## config.mk

```make
export PLATFORM = sky130hd
export DESIGN_NAME = integer_to_radix_ascii
export DESIGN_NICKNAME = d
export VERILOG_FILES = /design/src/sv/itra_pkg.sv /design/src/sv/integer_to_radix_ascii.sv /design/src/sv/itra_divider.sv /design/src/sv/itra_digit_ram.sv
export VERILOG_INCLUDE_DIRS = /design/src /design/src/sv
export SDC_FILE = /design/constraint.sdc
export NUM_CORES = 1
export LEC_CHECK = 0
export ABC_AREA = 1
export BUFFER_PORTS_ARGS = -buffer_cell sky130_fd_sc_hd__buf_2
export CAP_MARGIN = 20
export CORE_ASPECT_RATIO = 1.25
export CORE_MARGIN = 2
export CORE_UTILIZATION = 30
export DETAILED_ROUTE_END_ITERATION = 8
export GPL_TIMING_DRIVEN = 0
export PLACE_DENSITY = 0.44
export SLEW_MARGIN = 20
export SYNTH_ARGS = -nofsm -noshare
export SYNTH_HDL_FRONTEND = slang
export SYNTH_SLANG_ARGS = --single-unit
```

## constraint.sdc

```tcl
create_clock -name clk -period 13.2 [get_ports clk]
set_input_delay 1.98 -clock clk [delete_from_list [all_inputs] [get_ports clk]]
set_output_delay 1.98 -clock clk [all_outputs]
set_load 0.05 [all_outputs]
```

## src/sv/integer_to_radix_ascii_macros.svh

```systemverilog
// ---------------------------------------------------------------------------
// integer_to_radix_ascii assertion macros
// Shared assertion forms; clk and rst must be in scope where used.
// ---------------------------------------------------------------------------
`ifndef INTEGER_TO_RADIX_ASCII_MACROS_SVH
`define INTEGER_TO_RADIX_ASCII_MACROS_SVH

// Consequent checked in the same cycle as the antecedent.
`define ITRA_ASSERT_SAME(lbl, ante, cons, msg) \
  lbl: assert property (@(posedge clk) disable iff (rst) (ante) |-> (cons)) \
    else $error(msg);

// Consequent checked in the cycle after the antecedent.
`define ITRA_ASSERT_NEXT(lbl, ante, cons, msg) \
  lbl: assert property (@(posedge clk) disable iff (rst) (ante) |=> (cons)) \
    else $error(msg);

`endif

```

## src/sv/itra_pkg.sv

```systemverilog
// ---------------------------------------------------------------------------
// itra_pkg
// Types, constants and helpers shared by the radix ASCII converter.
// ---------------------------------------------------------------------------
`timescale 1ns / 1ps
`default_nettype none

package itra_pkg;

  localparam int VALUE_W             = 64;
  localparam int RADIX_W             = 6;
  localparam int LEN_W               = 7;
  localparam int CHAR_W              = 8;
  localparam int DIGIT_W             = 6;
  localparam int DEFAULT_MAX_DIGITS  = 64;

  // Long division retires this many quotient bits per clock.
  localparam int DIV_STEPS_PER_CYCLE = 8;
  localparam int DIV_CYCLES          = VALUE_W / DIV_STEPS_PER_CYCLE;
  localparam int DIV_CNT_W           = $clog2(DIV_CYCLES);

  localparam logic [RADIX_W-1:0] RADIX_MIN  = 6'd2;
  localparam logic [RADIX_W-1:0] RADIX_MAX  = 6'd36;
  localparam logic [DIGIT_W-1:0] DIGIT_TEN  = 6'hA;
  localparam logic [CHAR_W-1:0]  CHAR_ZERO  = 8'h30;
  localparam logic [CHAR_W-1:0]  CHAR_A     = 8'h41;
  localparam logic [CHAR_W-1:0]  CHAR_MINUS = 8'h2D;

  localparam logic CMD_SIGNED   = 1'b0;
  localparam logic CMD_UNSIGNED = 1'b1;

  typedef enum logic [2:0] {
    ST_IDLE,
    ST_EMPTY,
    ST_START,
    ST_WAIT,
    ST_SIGN,
    ST_READ,
    ST_EMIT
  } state_t;

  typedef struct packed {
    logic               start;
    logic [VALUE_W-1:0] dividend;
    logic [RADIX_W-1:0] divisor;
  } div_req_t;

  typedef struct packed {
    logic               busy;
    logic               done;
    logic [VALUE_W-1:0] quotient;
    logic [DIGIT_W-1:0] remainder;
  } div_rsp_t;

  function automatic logic [CHAR_W-1:0] glyph(input logic [DIGIT_W-1:0] d);
    logic [CHAR_W-1:0] ch;
    if (d < DIGIT_TEN) begin
      ch = CHAR_ZERO + CHAR_W'(d);
    end else begin
      ch = CHAR_A + CHAR_W'(d - DIGIT_TEN);
    end
    return ch;
  endfunction

endpackage

`default_nettype wire

```

## src/sv/integer_to_radix_ascii.sv

```systemverilog
// ---------------------------------------------------------------------------
// integer_to_radix_ascii
// Converts a 64-bit value to ASCII text in radix 2..36, one character per
// output beat (a signed request with zero buffer length gives one empty beat).
// Each digit takes a start and a run of the long divider at 8 quotient bits
// per clock, then a write-back of the remainder into the digit RAM; each
// emitted character then takes a digit RAM read and an output load, and a
// leading '-' takes an output load of its own.
// Only one item is in flight; the input stalls until its last beat is loaded
// into the output register, which then holds it until taken.
// ---------------------------------------------------------------------------
`timescale 1ns / 1ps
`default_nettype none

`include "integer_to_radix_ascii_macros.svh"

module integer_to_radix_ascii #(
  parameter int MAX_DIGITS = itra_pkg::DEFAULT_MAX_DIGITS
) (
  input  wire logic                         clk,
  input  wire logic                         rst,
  input  wire logic                         in_valid,
  output logic                              in_stall,
  input  wire logic                         cmd,
  input  wire logic [itra_pkg::VALUE_W-1:0] value,
  input  wire logic [itra_pkg::RADIX_W-1:0] radix,
  input  wire logic [itra_pkg::LEN_W-1:0]   buffer_length,
  output logic                              out_valid,
  input  wire logic                         out_stall,
  output logic      [itra_pkg::CHAR_W-1:0]  char_code,
  output logic                              has_char,
  output logic                              last,
  output logic                              truncated,
  output logic      [itra_pkg::LEN_W-1:0]   total_length
);
  import itra_pkg::*;

  localparam int CNT_W  = $clog2(MAX_DIGITS + 1);
  localparam int ADDR_W = $clog2(MAX_DIGITS);

  state_t             state, state_next;
  logic [VALUE_W-1:0] magnitude, magnitude_next;
  logic               negative_flag, negative_flag_next;
  logic [CNT_W-1:0]   stop, stop_next;
  logic [RADIX_W-1:0] radix_r, radix_r_next;
  logic [CNT_W-1:0]   digit_count, digit_count_next;
  logic [CNT_W-1:0]   idx, idx_next;
  logic               trunc, trunc_next;

  logic               out_valid_next;
  logic [CHAR_W-1:0]  char_code_next;
  logic               has_char_next;
  logic               last_next;
  logic               truncated_next;
  logic [LEN_W-1:0]   total_length_next;

  div_req_t           div_req;
  div_rsp_t           div_rsp;

  logic               ram_wr_en;
  logic               ram_rd_en;
  logic [ADDR_W-1:0]  ram_rd_addr;
  logic [DIGIT_W-1:0] ram_rd_data;

  logic               accept;
  logic               out_free;
  logic [RADIX_W-1:0] radix_clamp;
  logic [LEN_W-1:0]   blen_sat;
  logic [CNT_W-1:0]   count_plus;
  logic [CNT_W-1:0]   rev_idx;
  logic               is_last;

  itra_divider u_divider (
    .clk (clk),
    .rst (rst),
    .req (div_req),
    .rsp (div_rsp)
  );

  itra_digit_ram #(
    .DEPTH (MAX_DIGITS)
  ) u_digit_ram (
    .clk     (clk),
    .wr_en   (ram_wr_en),
    .wr_addr (digit_count[ADDR_W-1:0]),
    .wr_data (div_rsp.remainder),
    .rd_en   (ram_rd_en),
    .rd_addr (ram_rd_addr),
    .rd_data (ram_rd_data)
  );

  assign in_stall = (state != ST_IDLE);
  assign accept   = in_valid && !in_stall;
  assign out_free = !out_valid || !out_stall;

  always_comb begin
    if (radix < RADIX_MIN) begin
      radix_clamp = RADIX_MIN;
    end else if (radix > RADIX_MAX) begin
      radix_clamp = RADIX_MAX;
    end else begin
      radix_clamp = radix;
    end
    if (buffer_length > LEN_W'(MAX_DIGITS)) begin
      blen_sat = LEN_W'(MAX_DIGITS);
    end else begin
      blen_sat = buffer_length;
    end
  end

  assign count_plus  = digit_count + CNT_W'(1);
  assign rev_idx     = digit_count - CNT_W'(1) - idx;
  // truncated text comes out least significant digit first
  assign ram_rd_addr = trunc ? idx[ADDR_W-1:0] : rev_idx[ADDR_W-1:0];
  assign is_last     = (idx == digit_count - CNT_W'(1));

  always_comb begin
    state_next         = state;
    magnitude_next     = magnitude;
    negative_flag_next = negative_flag;
    stop_next          = stop;
    radix_r_next       = radix_r;
    digit_count_next   = digit_count;
    idx_next           = idx;
    trunc_next         = trunc;

    out_valid_next     = out_valid && out_stall;
    char_code_next     = char_code;
    has_char_next      = has_char;
    last_next          = last;
    truncated_next     = truncated;
    total_length_next  = total_length;

    div_req.start      = 1'b0;
    div_req.dividend   = magnitude;
    div_req.divisor    = radix_r;
    ram_wr_en          = 1'b0;
    ram_rd_en          = 1'b0;

    case (state)
      ST_IDLE: begin
        if (accept) begin
          radix_r_next     = radix_clamp;
          digit_count_next = '0;
          if (cmd == CMD_SIGNED) begin
            if (buffer_length == '0) begin
              state_next = ST_EMPTY;
            end else begin
              stop_next          = CNT_W'(blen_sat - LEN_W'(1));
              negative_flag_next = value[VALUE_W-1];
              magnitude_next     = value[VALUE_W-1] ? (~value + VALUE_W'(1)) : value;
              state_next         = ST_START;
            end
          end else begin
            stop_next          = CNT_W'(MAX_DIGITS);
            negative_flag_next = 1'b0;
            magnitude_next     = value;
            state_next         = ST_START;
          end
        end
      end

      ST_EMPTY: begin
        if (out_free) begin
          out_valid_next    = 1'b1;
          char_code_next    = '0;
          has_char_next     = 1'b0;
          last_next         = 1'b1;
          truncated_next    = 1'b0;
          total_length_next = '0;
          state_next        = ST_IDLE;
        end
      end

      ST_START: begin
        div_req.start = 1'b1;
        state_next    = ST_WAIT;
      end

      ST_WAIT: begin
        if (div_rsp.done) begin
          ram_wr_en        = 1'b1;
          digit_count_next = count_plus;
          magnitude_next   = div_rsp.quotient;
          idx_next         = '0;
          if (div_rsp.quotient != '0 && count_plus < stop) begin
            state_next = ST_START;
          end else begin
            trunc_next = (div_rsp.quotient != '0) && (count_plus == stop);
            if (!((div_rsp.quotient != '0) && (count_plus == stop)) && negative_flag) begin
              state_next = ST_SIGN;
            end else begin
              state_next = ST_READ;
            end
          end
        end
      end

      ST_SIGN: begin
        if (out_free) begin
          out_valid_next    = 1'b1;
          char_code_next    = CHAR_MINUS;
          has_char_next     = 1'b1;
          last_next         = 1'b0;
          truncated_next    = 1'b0;
          total_length_next = '0;
          state_next        = ST_READ;
        end
      end

      ST_READ: begin
        ram_rd_en  = 1'b1;
        state_next = ST_EMIT;
      end

      ST_EMIT: begin
        if (out_free) begin
          out_valid_next = 1'b1;
          char_code_next = glyph(ram_rd_data);
          has_char_next  = 1'b1;
          last_next      = is_last;
          truncated_next = trunc;
          if (!is_last) begin
            total_length_next = '0;
          end else if (trunc) begin
            total_length_next = LEN_W'(digit_count);
          end else begin
            total_length_next = LEN_W'(digit_count) + LEN_W'(negative_flag);
          end
          if (is_last) begin
            state_next = ST_IDLE;
          end else begin
            idx_next   = idx + CNT_W'(1);
            state_next = ST_READ;
          end
        end
      end

      default: begin
        state_next = ST_IDLE;
      end
    endcase
  end

  always_ff @(posedge clk) begin
    if (rst) begin
      state         <= ST_IDLE;
      magnitude     <= '0;
      negative_flag <= 1'b0;
      digit_count   <= '0;
      out_valid     <= 1'b0;
    end else begin
      state         <= state_next;
      magnitude     <= magnitude_next;
      negative_flag <= negative_flag_next;
      digit_count   <= digit_count_next;
      out_valid     <= out_valid_next;
    end
  end

  always_ff @(posedge clk) begin
    stop         <= stop_next;
    radix_r      <= radix_r_next;
    idx          <= idx_next;
    trunc        <= trunc_next;
    char_code    <= char_code_next;
    has_char     <= has_char_next;
    last         <= last_next;
    truncated    <= truncated_next;
    total_length <= total_length_next;
  end

  `ITRA_ASSERT_SAME(a_start_idle, div_req.start, !div_rsp.busy, "divider started while busy")
  `ITRA_ASSERT_SAME(a_wr_range, ram_wr_en, digit_count < CNT_W'(MAX_DIGITS), "digit store overflow")
  `ITRA_ASSERT_SAME(a_empty_last, out_valid && !has_char, last && total_length == '0, "bad empty beat")
  `ITRA_ASSERT_SAME(a_trunc_nosign, out_valid && truncated, char_code != CHAR_MINUS, "sign in truncated text")

endmodule

`default_nettype wire

```

## src/sv/itra_divider.sv

```systemverilog
// ---------------------------------------------------------------------------
// itra_divider
// Multi-cycle long division of a 64-bit value by a small radix.
// ---------------------------------------------------------------------------
`timescale 1ns / 1ps
`default_nettype none

`include "integer_to_radix_ascii_macros.svh"

module itra_divider (
  input  wire logic             clk,
  input  wire logic             rst,
  input  wire itra_pkg::div_req_t req,
  output itra_pkg::div_rsp_t    rsp
);
  import itra_pkg::*;

  logic [VALUE_W-1:0]   quo;
  logic [DIGIT_W-1:0]   rem;
  logic [RADIX_W-1:0]   divisor;
  logic [DIV_CNT_W-1:0] cnt;
  logic                 busy;
  logic                 done;

  logic [VALUE_W-1:0]   q_v;
  logic [DIGIT_W-1:0]   r_v;
  logic [DIGIT_W:0]     t_v;

  // quo shifts dividend bits out at the top and quotient bits in at the bottom
  always_comb begin
    q_v = quo;
    r_v = rem;
    t_v = '0;
    for (int i = 0; i < DIV_STEPS_PER_CYCLE; i++) begin
      t_v = {r_v, q_v[VALUE_W-1]};
      q_v = {q_v[VALUE_W-2:0], 1'b0};
      if (t_v >= {1'b0, divisor}) begin
        t_v    = t_v - {1'b0, divisor};
        q_v[0] = 1'b1;
      end
      r_v = t_v[DIGIT_W-1:0];
    end
  end

  always_ff @(posedge clk) begin
    if (rst) begin
      busy <= 1'b0;
      done <= 1'b0;
      cnt  <= '0;
    end else if (req.start) begin
      quo     <= req.dividend;
      rem     <= '0;
      divisor <= req.divisor;
      cnt     <= '0;
      busy    <= 1'b1;
      done    <= 1'b0;
    end else if (busy) begin
      quo <= q_v;
      rem <= r_v;
      cnt <= cnt + DIV_CNT_W'(1);
      if (cnt == DIV_CNT_W'(DIV_CYCLES - 1)) begin
        busy <= 1'b0;
        done <= 1'b1;
      end
    end else begin
      done <= 1'b0;
    end
  end

  assign rsp.busy      = busy;
  assign rsp.done      = done;
  assign rsp.quotient  = quo;
  assign rsp.remainder = rem;

  `ITRA_ASSERT_NEXT(a_start_busy, req.start, busy, "divider did not start")
  `ITRA_ASSERT_SAME(a_done_idle, done, !busy, "divider done while busy")
  `ITRA_ASSERT_NEXT(a_last_done, busy && !req.start && cnt == DIV_CNT_W'(DIV_CYCLES - 1), done, "divider missed done")

endmodule

`default_nettype wire

```

## src/sv/itra_digit_ram.sv

```systemverilog
// ---------------------------------------------------------------------------
// itra_digit_ram
// Digit store: one write port, one read port, registered read data.
// ---------------------------------------------------------------------------
`timescale 1ns / 1ps
`default_nettype none

module itra_digit_ram #(
  parameter int DEPTH = itra_pkg::DEFAULT_MAX_DIGITS
) (
  input  wire logic                         clk,
  input  wire logic                         wr_en,
  input  wire logic [$clog2(DEPTH)-1:0]     wr_addr,
  input  wire logic [itra_pkg::DIGIT_W-1:0] wr_data,
  input  wire logic                         rd_en,
  input  wire logic [$clog2(DEPTH)-1:0]     rd_addr,
  output logic      [itra_pkg::DIGIT_W-1:0] rd_data
);
  import itra_pkg::*;

  logic [DIGIT_W-1:0] mem [DEPTH];

  always_ff @(posedge clk) begin
    if (wr_en) begin
      mem[wr_addr] <= wr_data;
    end
  end

  always_ff @(posedge clk) begin
    if (rd_en) begin
      rd_data <= mem[rd_addr];
    end
  end

endmodule

`default_nettype wire
```

==> flow_summary.json <==
{
  "run_status": "finished clean",
  "syn-mean-instance-area_um2": 9.81,
  "synth.lib_cells_used.distinct": 54,
  "starting_density_pct": 30.2,
  "h-tree-depth": 3,
  "synth_sequential_area_ratio_pct": 57.3,
  "dieWidth_um": 284,
  "initial_antenna_violation_count": 2,
  "period_needed_ns": 12.35,
  "vias_in_the_first_global_route": 22851,
  "setup-violations-final": 0,
  "die-area_um2": 100000,
  "cts-hold-fix-buffers": 0,
  "crit_required_ns": 13.56,
  "timing.critical_path.fanout_max": 18,
  "dr_total_vias": 22452,
  "max_freq_mhz": 81.0,
  "timing_hold_violations_final": 0,
  "viasPerCell": 4.90,
  "finish.utilization_pct": 35.6,
  "track_usage_pct": 19.0,
  "cts_buffer_count": 67,
  "detailedPlacementHpwl_um": 72700,
  "fp.coreArea_um2": 97200,
  "cts_tree": "yes",
  "timing.max_cap.violations": 0,
  "cts-root-buf": "clkbuf_16",
  "netlist_area_pre_place_um2": 29300,
  "grt_pass1_wl_um": 145000,
  "timing.critical_path.slowest_cell_delay_ns": 0.39,
  "drt_first_iter_violations": 1587,
  "globalRouteOverflowTotal": 0,
  "top_level_ports": 102,
  "syn_nets": 3153,
  "routedWlPerCell_um": 21.2,
  "layout.filler_cells": 10026,
  "fin_area_um2": 34600,
  "worst_clock_skew_ns": 0.0287,
  "grt_start_max_net_pins": 22,
  "timing_worst_slew_pin_value_ns": 1.04,
  "cell_at_the_slowest_stage_of_the_critical_path": "edfxtp_1",
  "ys_async_sr_fraction_pct": 0,
  "portBuffers": 99,
  "drt_drc_violations_left": 0,
  "placedInstanceArea_um2": 32000,
  "ant_nets": 0,
  "cts_max_path_buffers": 3,
  "tritoncts_num_sinks": 586,
  "clk_pin_slew_ns": 0.06,
  "drive_above_1_share_pct": 11.6,
  "final_min_period_over_clock_period_pct": 93.5,
  "crit_top_cell": "nand2_1",
  "synthesized_instance_count": 2988,
  "route.final.wire_length_um": 96900,
  "synth_seq_cells": 586,
  "design.final.nets": 3391,
  "critical-path-top-delay-family": "compound AO/OA/AOI/OAI gates",
  "path_class": "reg2reg",
  "drv_slew": 0,
  "num_rows": 128,
  "synthesis.yosys.warnings": 0,
  "cp.arrival_ns": 12.71,
  "critPathCaptureType": "flop",
  "clkLatencyLatePin_ns": 0.63,
  "worstSetupStartpointType": "flop",
  "ys_dominant_reg_cell": "edfxtp_1",
  "detailedRoute.firstPassIterationCount": 5,
  "synth_enable_flop_cells": 505,
  "bufs_and_invs_on_worst_path": 10,
  "gp_congestion": 0.891,
  "hold_path_class": "reg2reg",
  "flow.area_growth_from_synthesis_pct": 17.9,
  "die_height_um": 354,
  "slew_headroom_pct": 30.2
}
==> cells in the final DEF, fill, tap and decap left out, drive strengths merged, types with 11 or more instances in the layout <==
| cell type | n |
|---|---|
| mux2 | 36 |
| o221ai | 11 |
| xnor2 | 29 |
| nand2 | 521 |
| nor3 | 28 |
| xor2 | 62 |
| inv | 221 |
| o32ai | 96 |
| ha | 74 |
| buf | 180 |
| o21ai | 224 |
| a21oi | 180 |
| nand4 | 26 |
| o211ai | 50 |
| clkbuf | 219 |
| nand3 | 82 |
| edfxtp | 505 |
| dfxtp | 81 |
| nor4 | 29 |
| clkinv | 30 |
| nor2 | 515 |
==> cell usage after synthesis, types with 29 or more instances <==
master / number / area (µm²)
nand3_1: 67 / 335
nand2_1: 509 / 1910
ha_1: 74 / 926
xnor2_1: 29 / 254
mux2_2: 36 / 405
nor4_1: 29 / 181
clkbuf_1: 130 / 488
inv_1: 219 / 822
a21oi_1: 177 / 886
edfxtp_1: 505 / 15200
o21ai_0: 211 / 1060
dfxtp_1: 81 / 1620
o32ai_1: 96 / 841
o211ai_1: 50 / 375
nor2_1: 513 / 1930
xor2_1: 62 / 543
==> worst register-to-register path, delay by kind of cell, from the launching register on <==
kind | cells | cell delay, ns
AOI/OAI and AO/OA | 30 | 4.88
and+or+nand+nor | 29 | 3.20
adders and majority gates | 8 | 2.26
buffers and inverters | 10 | 1.39
DFF | 1 | 0.39
==> per-stage QoR <==
stage,std cells,setup WS (ns),setup TNS (ns),hold WS [ns]
2_1_floorplan,2988,0.772,0,0.400
3_3_place_gp,4387,-3.11,-22.71,0.405
3_5_place_dp,4418,-1.72,-11.66,0.405
4_1_cts,4554,0.0101,0,0.409
5_1_grt,4578,-0.0956,-0.428,0.421
6_report,4579,0.854,0,0.412
==> layout make-up <==
class | instances | area [µm²] | area share, %
Sequential cell | 586 | 16800 | 48.5
Multi-Input combinational cell | 2034 | 11300 | 32.8
Clock buffer | 89 | 1820 | 5.26
Tap cell | 1300 | 1630 | 4.70
Timing Repair Buffer | 168 | 1340 | 3.86
Inverter | 227 | 885 | 2.56
Buffer | 142 | 541 | 1.56
Clock inverter | 31 | 249 | 0.720
Antenna cell | 2 | 5.00 | 0.0145
==> flip-flops by register name, indices dropped and copies added (netlist names), 3 cells and up <==
signal / flops
idx: 7
digit_count: 7
magnitude: 64
u_digit_ram.mem: 384
total_length: 7
stop: 7
radix_r: 6
u_divider.cnt: 3
u_digit_ram.rd_data: 6
char_code: 8
u_divider.quo: 64
u_divider.divisor: 6
state: 3
u_divider.rem: 6
==> routing by layer <==
layer | track usage (%) | wire [µm] | up-vias
li1 | - | - | 10997
met1 | 22.8 | 39800 | 10802
met2 | 35.2 | 50400 | 515
met3 | 2.51 | 4030 | 138
met4 | 5.94 | 2710 | 0
met5 | 0 | 0 | -
==> cells by family (layout without fill, tap and decap cells) <==
kind of cell               Yosys count  count (layout)  share of synthesized area, %
buffers and inverters              369             657                          4.75
other                                0               2                             0
muxes                               36              36                          1.38
xor gates and xnor gates            91              91                          2.72
and+or+nand+nor                   1213            1214                          17.3
AOI/OAI and AO/OA                  610             610                          12.8
adders and majority gates           83              83                          3.77
DFF                                586             586                          57.3
==> timing repair <==
item                       4_1_cts  5_1_grt
buffers inserted                16       22
gates cloned                     0        1
setup endpoints to repair        7        7
pin swaps                        7       16
resized for setup               19       28
==> path summary, 6_finish.rpt <==
path                          end             start  slack [ns]  cells after the start
max              u_divider.quo[0]  u_divider.rem[2]        0.85                     77
min          u_divider.divisor[1]        radix_r[1]        0.41                      0
max reg2reg      u_divider.quo[0]  u_divider.rem[2]        0.85                     77
min reg2reg  u_divider.divisor[1]        radix_r[1]        0.41                      0
Power is left out: the tool's default activity adds up to more than one toggle a clock period on the data nets, which glitch-free logic cannot reach.
